### src/rtl/cjk_line_splitter_normalizer_top_macros.svh
// Assertion macros shared by the line splitter and normaliser RTL.
`ifndef CJK_LINE_SPLITTER_NORMALIZER_TOP_MACROS_SVH
`define CJK_LINE_SPLITTER_NORMALIZER_TOP_MACROS_SVH

// Same-cycle implication, checked outside reset.
`define CJKLSN_ASSERT_NOW(label, clk, rstn, ante, cons) \
    label: assert property (@(posedge clk) disable iff (!rstn) (ante) |-> (cons)) \
        else $error("cjklsn assertion failed");

// Next-cycle implication, checked outside reset.
`define CJKLSN_ASSERT_NEXT(label, clk, rstn, ante, cons) \
    label: assert property (@(posedge clk) disable iff (!rstn) (ante) |=> (cons)) \
        else $error("cjklsn assertion failed");

`endif

### src/rtl/cjklsn_pkg.sv
// Package with the types, constants and character tables of the line splitter.
package cjklsn_pkg;

    localparam int APB_ADDR_W = 3;
    localparam int APB_DATA_W = 32;
    localparam int MIN_W      = 7;
    localparam logic REG_MIN_LINE_CHARS = 1'b0;
    localparam logic [MIN_W-1:0] MIN_LINE_CHARS_RESET = 7'd2;

    localparam int CP_W   = 21;
    localparam int CHAR_W = 18;

    localparam int TABLE_SIZE  = 60;
    localparam int DELIM_COUNT = 39;

    localparam logic [15:0] TRAD_FROM [TABLE_SIZE] = '{
        16'h570B, 16'h98A8, 16'h8A69, 16'h8A5E, 16'h842C, 16'h8207, 16'h70BA, 16'h5F8C,
        16'h7121, 16'h9577, 16'h6A02, 16'h9580, 16'h6642, 16'h6771, 16'h897F, 16'h96F2,
        16'h9F8D, 16'h4F86, 16'h6B78, 16'h958B, 16'h898B, 16'h805E, 16'h9670, 16'h967D,
        16'h5C0D, 16'h8208, 16'h81FA, 16'h6A13, 16'h756B, 16'h99AC, 16'h9CE5, 16'h9B5A,
        16'h66F8, 16'h8ECA, 16'h7D05, 16'h7DA0, 16'h9EC3, 16'h611B, 16'h528D, 16'h908A,
        16'h6DDA, 16'h6FE4, 16'h95DC, 16'h8072, 16'h8655, 16'h8449, 16'h98DB, 16'h904E,
        16'h9084, 16'h9109, 16'h5BE6, 16'h865B, 16'h6C23, 16'h5BF6, 16'h5289, 16'h9673,
        16'h5F35, 16'h7C21, 16'h9AD4, 16'h9418
    };

    localparam logic [15:0] SIMP_TO [TABLE_SIZE] = '{
        16'h56FD, 16'h98CE, 16'h8BD7, 16'h8BCD, 16'h4E07, 16'h4E0E, 16'h4E3A, 16'h540E,
        16'h65E0, 16'h957F, 16'h4E50, 16'h95E8, 16'h65F6, 16'h4E1C, 16'h897F, 16'h4E91,
        16'h9F99, 16'h6765, 16'h5F52, 16'h5F00, 16'h89C1, 16'h95FB, 16'h9634, 16'h9633,
        16'h5BF9, 16'h5174, 16'h53F0, 16'h697C, 16'h753B, 16'h9A6C, 16'h9E1F, 16'h9C7C,
        16'h4E66, 16'h8F66, 16'h7EA2, 16'h7EFF, 16'h9EC4, 16'h7231, 16'h5251, 16'h8FB9,
        16'h6CEA, 16'h6D9B, 16'h5173, 16'h58F0, 16'h5904, 16'h53F6, 16'h98DE, 16'h8FC7,
        16'h8FD8, 16'h4E61, 16'h5B9E, 16'h865A, 16'h6C14, 16'h5B9D, 16'h5218, 16'h9648,
        16'h5F20, 16'h7B80, 16'h4F53, 16'h949F
    };

    localparam logic [15:0] DELIMS [DELIM_COUNT] = '{
        16'hFF0C, 16'h3002, 16'hFF01, 16'hFF1F, 16'hFF1B, 16'hFF1A, 16'h3001, 16'h002C,
        16'h002E, 16'h0021, 16'h003F, 16'h003B, 16'h003A, 16'hFF08, 16'hFF09, 16'h0028,
        16'h0029, 16'h005B, 16'h005D, 16'h3010, 16'h3011, 16'h300A, 16'h300B, 16'h3008,
        16'h3009, 16'h300C, 16'h300D, 16'h300E, 16'h300F, 16'h0022, 16'h201C, 16'h201D,
        16'h2018, 16'h2019, 16'h2014, 16'h002D, 16'h005F, 16'h00B7, 16'h2026
    };

    typedef struct packed {
        logic [CP_W-1:0] code_point;
        logic            paragraph_end;
    } in_beat_t;

    typedef struct packed {
        logic [CHAR_W-1:0] char_out;
        logic              line_last;
        logic              line_truncated;
    } out_beat_t;

    typedef enum logic [1:0] {
        ST_IDLE,
        ST_EXEC,
        ST_CHECK,
        ST_DRAIN
    } state_t;

    typedef struct packed {
        logic load_in;
        logic exec;
        logic rd_first;
        logic drain_load;
        logic clear;
    } cmd_t;

    typedef struct packed {
        logic flush_req;
        logic emit_ok;
        logic out_free;
        logic last;
    } sts_t;

    function automatic logic [CP_W-1:0] normalize_cp(input logic [CP_W-1:0] cp);
        logic [CP_W-1:0] v;
        logic [CP_W-1:0] r;
        v = cp;
        if (cp >= 21'h0FF01 && cp <= 21'h0FF5E) begin
            v = cp - 21'h0FEE0;
        end
        r = v;
        for (int i = 0; i < TABLE_SIZE; i++) begin
            if (v == {5'd0, TRAD_FROM[i]}) begin
                r = {5'd0, SIMP_TO[i]};
            end
        end
        if (cp == 21'h03000) begin
            r = 21'h00020;
        end
        return r;
    endfunction

    function automatic logic is_break(input logic [CP_W-1:0] cp);
        logic hit;
        hit = (cp == 21'h0000A) || (cp == 21'h0000D);
        for (int i = 0; i < DELIM_COUNT; i++) begin
            if (cp == {5'd0, DELIMS[i]}) begin
                hit = 1'b1;
            end
        end
        return hit;
    endfunction

    function automatic logic is_ideograph(input logic [CP_W-1:0] cp);
        return (cp >= 21'h04E00 && cp <= 21'h09FFF)
            || (cp >= 21'h03400 && cp <= 21'h04DBF)
            || (cp >= 21'h20000 && cp <= 21'h2A6DF)
            || (cp >= 21'h2A700 && cp <= 21'h2CEAF)
            || (cp >= 21'h0F900 && cp <= 21'h0FAFF);
    endfunction

endpackage

### src/rtl/cjk_line_splitter_normalizer_top.sv
// Top level of the line splitter and normaliser: channels, APB register and the two halves.
//
// The s_ channel carries one code point per beat with a paragraph-end flag; the m_ channel
// returns the normalised ideographs of each kept line, one per beat, the final one marked
// with line_last and every beat of an overflowed line marked with line_truncated.
// Each input beat is registered in the idle state, then normalised, classified and
// appended to the line store in the exec state. A beat that ends a line adds a
// threshold check; a kept line then drains from the line store RAM at one beat per cycle
// while the receiver accepts, and the input is held until the drain ends. The registered
// read port of the line store is first read in the check state, before the first result.
// While the receiver stalls, the drain holds its place and s_ready stays low; once the
// last beat sits in the output register, new input is taken again.
// Reset empties the line, clears the overflow flag and sets min_line_chars to two; the
// store contents need no clearing. min_line_chars lives at byte address 0; the user must
// write it only while the block is idle, and the block itself does not enforce this.
module cjk_line_splitter_normalizer_top
    import cjklsn_pkg::*;
#(
    parameter int LINE_CAPACITY = 64
) (
    input  logic                  aclk,
    input  logic                  aresetn,
    input  logic                  s_valid,
    output logic                  s_ready,
    input  in_beat_t              s_data,
    output logic                  m_valid,
    input  logic                  m_ready,
    output out_beat_t             m_data,
    input  logic                  psel,
    input  logic                  penable,
    input  logic                  pwrite,
    input  logic [APB_ADDR_W-1:0] paddr,
    input  logic [APB_DATA_W-1:0] pwdata,
    output logic [APB_DATA_W-1:0] prdata,
    output logic                  pready
);

    logic [MIN_W-1:0] min_reg;
    logic             reg_sel;
    cmd_t             cmd;
    sts_t             sts;

    assign reg_sel = paddr[APB_ADDR_W-1:2] == REG_MIN_LINE_CHARS;
    assign pready  = 1'b1;
    assign prdata  = reg_sel ? {{(APB_DATA_W - MIN_W){1'b0}}, min_reg} : '0;

    always_ff @(posedge aclk) begin
        if (!aresetn) begin
            min_reg <= MIN_LINE_CHARS_RESET;
        end else if (psel && penable && pwrite && reg_sel) begin
            min_reg <= pwdata[MIN_W-1:0];
        end
    end

    cjklsn_ctrl u_ctrl (
        .aclk   (aclk),
        .aresetn(aresetn),
        .s_valid(s_valid),
        .s_ready(s_ready),
        .sts    (sts),
        .cmd    (cmd)
    );

    cjklsn_dp #(
        .LINE_CAPACITY(LINE_CAPACITY)
    ) u_dp (
        .aclk          (aclk),
        .aresetn       (aresetn),
        .s_data        (s_data),
        .m_data        (m_data),
        .m_valid       (m_valid),
        .m_ready       (m_ready),
        .min_line_chars(min_reg),
        .cmd           (cmd),
        .sts           (sts)
    );

endmodule

### src/rtl/cjklsn_ram.sv
// Generic single-port-write, single-port-read RAM with a registered read.
module cjklsn_ram #(
    parameter int WIDTH = 18,
    parameter int DEPTH = 64
) (
    input  logic                     aclk,
    input  logic                     we,
    input  logic [$clog2(DEPTH)-1:0] waddr,
    input  logic [WIDTH-1:0]         wdata,
    input  logic                     re,
    input  logic [$clog2(DEPTH)-1:0] raddr,
    output logic [WIDTH-1:0]         rdata
);

    logic [WIDTH-1:0] mem_reg [DEPTH];
    logic [WIDTH-1:0] rdata_reg;

    always_ff @(posedge aclk) begin
        if (we) begin
            mem_reg[waddr] <= wdata;
        end
        if (re) begin
            rdata_reg <= mem_reg[raddr];
        end
    end

    assign rdata = rdata_reg;

endmodule

### src/rtl/cjklsn_ctrl.sv
// Controller state machine that sequences input, append, flush check and drain.
module cjklsn_ctrl
    import cjklsn_pkg::*;
(
    input  logic aclk,
    input  logic aresetn,
    input  logic s_valid,
    output logic s_ready,
    input  sts_t sts,
    output cmd_t cmd
);

    state_t state_reg;
    state_t state_next;

    always_ff @(posedge aclk) begin
        if (!aresetn) begin
            state_reg <= ST_IDLE;
        end else begin
            state_reg <= state_next;
        end
    end

    always_comb begin
        state_next = state_reg;
        cmd        = '0;
        s_ready    = 1'b0;
        unique case (state_reg)
            ST_IDLE: begin
                s_ready = 1'b1;
                if (s_valid) begin
                    cmd.load_in = 1'b1;
                    state_next  = ST_EXEC;
                end
            end
            ST_EXEC: begin
                cmd.exec   = 1'b1;
                state_next = sts.flush_req ? ST_CHECK : ST_IDLE;
            end
            ST_CHECK: begin
                if (sts.emit_ok) begin
                    cmd.rd_first = 1'b1;
                    state_next   = ST_DRAIN;
                end else begin
                    cmd.clear  = 1'b1;
                    state_next = ST_IDLE;
                end
            end
            ST_DRAIN: begin
                if (sts.out_free) begin
                    cmd.drain_load = 1'b1;
                    if (sts.last) begin
                        cmd.clear  = 1'b1;
                        state_next = ST_IDLE;
                    end
                end
            end
            default: begin
                state_next = ST_IDLE;
            end
        endcase
    end

endmodule

### src/rtl/cjklsn_dp.sv
// Datapath: input register, normaliser, line store, counters and output register.
`include "cjk_line_splitter_normalizer_top_macros.svh"

module cjklsn_dp
    import cjklsn_pkg::*;
#(
    parameter int LINE_CAPACITY = 64
) (
    input  logic             aclk,
    input  logic             aresetn,
    input  in_beat_t         s_data,
    output out_beat_t        m_data,
    output logic             m_valid,
    input  logic             m_ready,
    input  logic [MIN_W-1:0] min_line_chars,
    input  cmd_t             cmd,
    output sts_t             sts
);

    localparam int AW = $clog2(LINE_CAPACITY);
    localparam int CW = $clog2(LINE_CAPACITY + 1);

    in_beat_t        in_reg;
    logic [CW-1:0]   count_reg;
    logic [CW-1:0]   count_next;
    logic            ovf_reg;
    logic            ovf_next;
    logic [AW-1:0]   idx_reg;
    logic [AW-1:0]   idx_next;
    logic            m_valid_reg;
    out_beat_t       m_data_reg;

    logic [CP_W-1:0] norm_cp;
    logic            ideo;
    logic            room;
    logic            ram_we;
    logic            ram_re;
    logic [AW-1:0]   ram_raddr;
    logic [CHAR_W-1:0] ram_rdata;

    assign norm_cp = normalize_cp(in_reg.code_point);
    assign ideo    = is_ideograph(norm_cp);
    assign room    = count_reg < CW'(LINE_CAPACITY);

    assign sts.flush_req = is_break(norm_cp) || in_reg.paragraph_end;
    assign sts.emit_ok   = (count_reg != '0) && (MIN_W'(count_reg) >= min_line_chars);
    assign sts.out_free  = !m_valid_reg || m_ready;
    assign sts.last      = (CW'(idx_reg) + CW'(1)) == count_reg;

    assign ram_we    = cmd.exec && ideo && room;
    assign ram_re    = cmd.rd_first || (cmd.drain_load && !sts.last);
    assign ram_raddr = cmd.rd_first ? '0 : AW'(idx_reg + AW'(1));

    cjklsn_ram #(
        .WIDTH(CHAR_W),
        .DEPTH(LINE_CAPACITY)
    ) u_line_store (
        .aclk (aclk),
        .we   (ram_we),
        .waddr(count_reg[AW-1:0]),
        .wdata(norm_cp[CHAR_W-1:0]),
        .re   (ram_re),
        .raddr(ram_raddr),
        .rdata(ram_rdata)
    );

    always_comb begin
        count_next = count_reg;
        ovf_next   = ovf_reg;
        idx_next   = idx_reg;
        if (cmd.exec && ideo) begin
            if (room) begin
                count_next = count_reg + CW'(1);
            end else begin
                ovf_next = 1'b1;
            end
        end
        if (cmd.rd_first) begin
            idx_next = '0;
        end else if (cmd.drain_load && !sts.last) begin
            idx_next = ram_raddr;
        end
        if (cmd.clear) begin
            count_next = '0;
            ovf_next   = 1'b0;
        end
    end

    always_ff @(posedge aclk) begin
        if (!aresetn) begin
            count_reg   <= '0;
            ovf_reg     <= 1'b0;
            idx_reg     <= '0;
            m_valid_reg <= 1'b0;
        end else begin
            count_reg <= count_next;
            ovf_reg   <= ovf_next;
            idx_reg   <= idx_next;
            if (cmd.drain_load) begin
                m_valid_reg <= 1'b1;
            end else if (m_ready) begin
                m_valid_reg <= 1'b0;
            end
        end
    end

    always_ff @(posedge aclk) begin
        if (cmd.load_in) begin
            in_reg <= s_data;
        end
        if (cmd.drain_load) begin
            m_data_reg.char_out       <= ram_rdata;
            m_data_reg.line_last      <= sts.last;
            m_data_reg.line_truncated <= ovf_reg;
        end
    end

    assign m_valid = m_valid_reg;
    assign m_data  = m_data_reg;

    `CJKLSN_ASSERT_NEXT(a_clear_empties, aclk, aresetn, cmd.clear, count_reg == '0 && !ovf_reg)
    `CJKLSN_ASSERT_NEXT(a_last_beat, aclk, aresetn, cmd.drain_load && sts.last, m_valid && m_data.line_last)
    `CJKLSN_ASSERT_NOW(a_ovf_at_full, aclk, aresetn, $rose(ovf_reg), count_reg == CW'(LINE_CAPACITY))

endmodule
### config.mk
export PLATFORM = sky130hd
export DESIGN_NAME = cjk_line_splitter_normalizer_top
export DESIGN_NICKNAME = d
export VERILOG_FILES = /design/src/rtl/cjklsn_pkg.sv /design/src/rtl/cjk_line_splitter_normalizer_top.sv /design/src/rtl/cjklsn_ram.sv /design/src/rtl/cjklsn_ctrl.sv /design/src/rtl/cjklsn_dp.sv
export VERILOG_INCLUDE_DIRS = /design/src /design/src/rtl
export SDC_FILE = /design/constraint.sdc
export NUM_CORES = 2
export LEC_CHECK = 0
export BUFFER_PORTS_ARGS = -buffer_cell sky130_fd_sc_hd__buf_2
export CORE_MARGIN = 4
export CORE_UTILIZATION = 50
export CTS_CLUSTER_DIAMETER = 200
export DETAILED_ROUTE_END_ITERATION = 8
export PLACE_DENSITY = 0.63
export SYNTH_ARGS = -nofsm -noshare
export SYNTH_HDL_FRONTEND = slang
export SYNTH_SLANG_ARGS = --single-unit
### constraint.sdc
create_clock -name aclk -period 18.5 [get_ports aclk]
set_input_delay 1.85 -clock aclk [delete_from_list [all_inputs] [get_ports aclk]]
set_output_delay 1.85 -clock aclk [all_outputs]
set_load 0.01 [all_outputs]
==> flow_metrics.py <==
metrics = {
    "routing": {
        "num_vias": 35300,
        "drcViolationCount": 0,
        "wirelength_um": 159000,
        "via_per_inst": 6.41,
        "drt_iter0_drc": 4031,
        "wl_per_cell_um": 29.0,
        "ant_nets": 0,
        "drt_first_pass_iters": 5,
    },
    "global_routing": {
        "use_met1_pct": 39.8,
        "antenna_found_initial": 9,
        "overflow": 0,
        "met3_usage_pct": 5.57,
        "grt_max_degree": 194,
        "grt.busiest_layer": "met2",
        "grt_pass1_vias": 32700,
        "grt_util_met2_pct": 43.5,
        "grt_pass1_wl_um": 228000,
        "grtUsageTotal_pct": 27.7,
    },
    "timing": {
        "worst_hold_slack_ns": 0.418,
        "tns_ns": 0,
        "maxSlewHeadroom_pct": 20.9,
        "max_freq_ghz": 0.106,
        "worst_slack_ns": 9.05,
        "worst_slew_pin_slew_ns": 1.18,
        "finalHoldViolCount": 0,
        "slew_viol_final": 0,
        "rsz0062_at_grt": "no",
        "fin_skew_ns": 0.0295,
        "setup_viol": 0,
        "period_needed_ns": 9.45,
        "finalCritPeriodShare_pct": 51.1,
    },
    "critical_path": {
        "crit_arrival_ns": 9.86,
        "cp.required_ns": 18.91,
        "path_cells": "nor4_2 -> nand2_1 -> a211oi_2 -> mux2i_2 -> nor2_1 -> a211oi_1 -> nor3b_4 -> buf_4 -> nand4b_1 -> nor4b_1 -> a32oi_1 -> nor2_1 -> a211oi_4 -> buf_4 -> a211o_4 -> nor4_2 -> buf_4",
        "cpMostUsedCell": "buf_4",
        "reg2reg_slack_ns": 9.05,
        "crit_buf_inv": 3,
        "critPathTopFamily": "simple AND/OR/NAND/NOR gates",
        "regToRegEndpoint": "u_dp.u_line_store.mem_reg[17][17]",
        "path_class": "reg -> reg",
        "r2r_cells": 17,
        "critPathMaxFanout": 58,
        "slowest_delay_ns": 1.13,
        "cp-start-kind": "flip-flop",
        "rr_startpoint": "u_dp.in_reg[19]",
        "cp-end-kind": "flip-flop",
        "worst_path_max_delay_cell": "nor4_2",
    },
    "floorplan": {
        "ios": 119,
        "dieArea_mm2": 0.112,
        "fp-row-count": 119,
        "die_y_um": 335,
        "core_area_mm2": 0.106,
        "die_w_um": 335,
        "initial_core_util_pct": 50.6,
    },
    "placement": {
        "pre_cts_ws_ns": 9.11,
        "dpl.cell_count": 5275,
        "dp_hpwl_um": 94100,
        "port_buffers": 65,
        "gp_congestion": 0.988,
        "post_dp_cell_area_mm2": 0.0561,
    },
    "final_layout": {
        "syn2layout_area_growth_pct": 11.8,
        "final_nets": 4084,
        "layout.cells.non_filler": 5495,
        "drive_above_1_share_pct": 12.8,
        "n_antenna_cell": 0,
        "largest_register_ffs": 1152,
        "final_common_cell": "edfxtp_1",
        "fin_area_mm2": 0.0598,
        "final_cell_mix": "edfxtp_1 (1212), nand2_1 (390), mux2i_1 (217), nor3_1 (186), a21oi_1 (152)",
    },
    "cts": {
        "cts_tree": "built",
        "clock-sinks": 1236,
        "cts-hold-fix-buffers": 0,
        "clk_latency_ns": 0.72,
        "path_clk_slew_ns": 0.06,
        "cts_resized": 0,
        "clk_path_buf_depth": 3,
        "htree_num_levels": 3,
        "postCtsSetupRepairBufs": 0,
        "clock-root-buffer": "clkbuf_16",
        "cts_made_buffers": 121,
    },
    "pwr": {
        "ir_drop_mv": 0.0897,
        "leakagePower_nw": 20.0,
        "power_density_mw_per_mm2": 93.4,
    },
    "yosys": {
        "synth_fa_ha_area_share_pct": 0.304,
        "synth_xor_area_share_pct": 0.262,
        "syn_inst": 3968,
        "synth_edf_count": 1212,
        "syn_area_per_cell_um2": 13.5,
        "syn_area_mm2": 0.0535,
        "synth_compound_area_share_pct": 11.6,
        "yosys_warnings": 0,
        "synthFlopType": "edfxtp_1",
        "synth-async-reset-ratio_pct": 0,
        "yosysSeqAreaShare_pct": 68.9,
        "ys_seq_elements": 1236,
        "ys_types": 96,
        "synth_top_family_by_area": "simple AND/OR/NAND/NOR gates",
        "synthSimpleGateAreaFrac_pct": 12.1,
        "synthMuxAreaShare_pct": 4.12,
    },
    "run": {
        "max_cap_viol_count": 0,
    },
    "min_path": {
        "min_to": "u_dp.m_data[19]",
        "min_from": "u_dp.u_line_store.rdata[17]",
        "min_path_cells": 0,
        "hold_path_class": "reg -> reg",
    },
    "run_status": {
        "status": "finished clean",
    },
}
cell families after synthesis:
group,after synthesis
other,2
AOI/OAI and AO/OA,894
xor gates and xnor gates,16
muxes,220
DFF,1236
buffers and inverters,347
and+or+nand+nor,1240
adders and majority gates,13
area by class of cell:
| class | count | area [um^2] |
|---|---|---|
| clock inverters | 62 | 469 |
| flip-flops and latches | 1236 | 36900 |
| fillers | 8525 | 46000 |
| clock buffers | 158 | 3240 |
| well taps | 1391 | 1740 |
| repair buffers | 213 | 1510 |
| multi-input cells | 2409 | 15900 |
| inverters | 26 | 97.6 |
where the power goes:
group / internal (mW) / switching, mW
Sequential: 3.08 / 0.00466
Combinational: 0.0367 / 0.144
Clock: 1.31 / 1.01
Total: 4.43 / 1.16
worst max-delay path by stage:
stage	startpoint	endpoint	slack [ns]	cells after the start
after floorplan	u_dp.in_reg[6]	u_dp.u_line_store.mem_reg[50][0]	9.84	18
after global placement	u_dp.in_reg[19]	u_dp.u_line_store.mem_reg[17][11]	9.13	17
after detailed placement	u_dp.in_reg[19]	u_dp.u_line_store.mem_reg[17][11]	9.11	17
after CTS	u_dp.in_reg[19]	u_dp.u_line_store.mem_reg[17][10]	9.10	17
after global routing	u_dp.in_reg[19]	u_dp.u_line_store.mem_reg[17][13]	8.43	17
final	u_dp.in_reg[19]	u_dp.u_line_store.mem_reg[17][17]	9.05	17
layer usage:
layer,vias to the layer above,share of wire (%)
met5,-,0.017
met4,4,3.0
met3,250,8.4
met2,1555,46
met1,17800,43
li1,15600,-
cell usage after synthesis, types with 40 or more instances:
library cell	instances	area share [%]
nor3_1	209	2.0
nor4_1	59	0.69
a31oi_1	101	1.2
nor2_1	129	0.90
a211oi_1	130	1.8
edfxtp_1	1212	68
nand2_1	392	2.7
nor2b_1	130	1.5
o211ai_1	93	1.3
mux2i_1	218	4.1
o21ai_0	129	1.2
nand3_1	69	0.64
a311oi_1	60	0.98
a21oi_1	152	1.4
clkbuf_1	236	1.7
nand4_1	40	0.47
per-stage QoR:
step	power [mW]	utilization, %
detailed placement	3.33	53.0
global route	5.75	56.5
global placement	3.32	53.0
CTS	5.63	56.5
floorplan	3.25	-
finish	5.59	56.5
No activity file was read; power rests on OpenSTA's default activity.
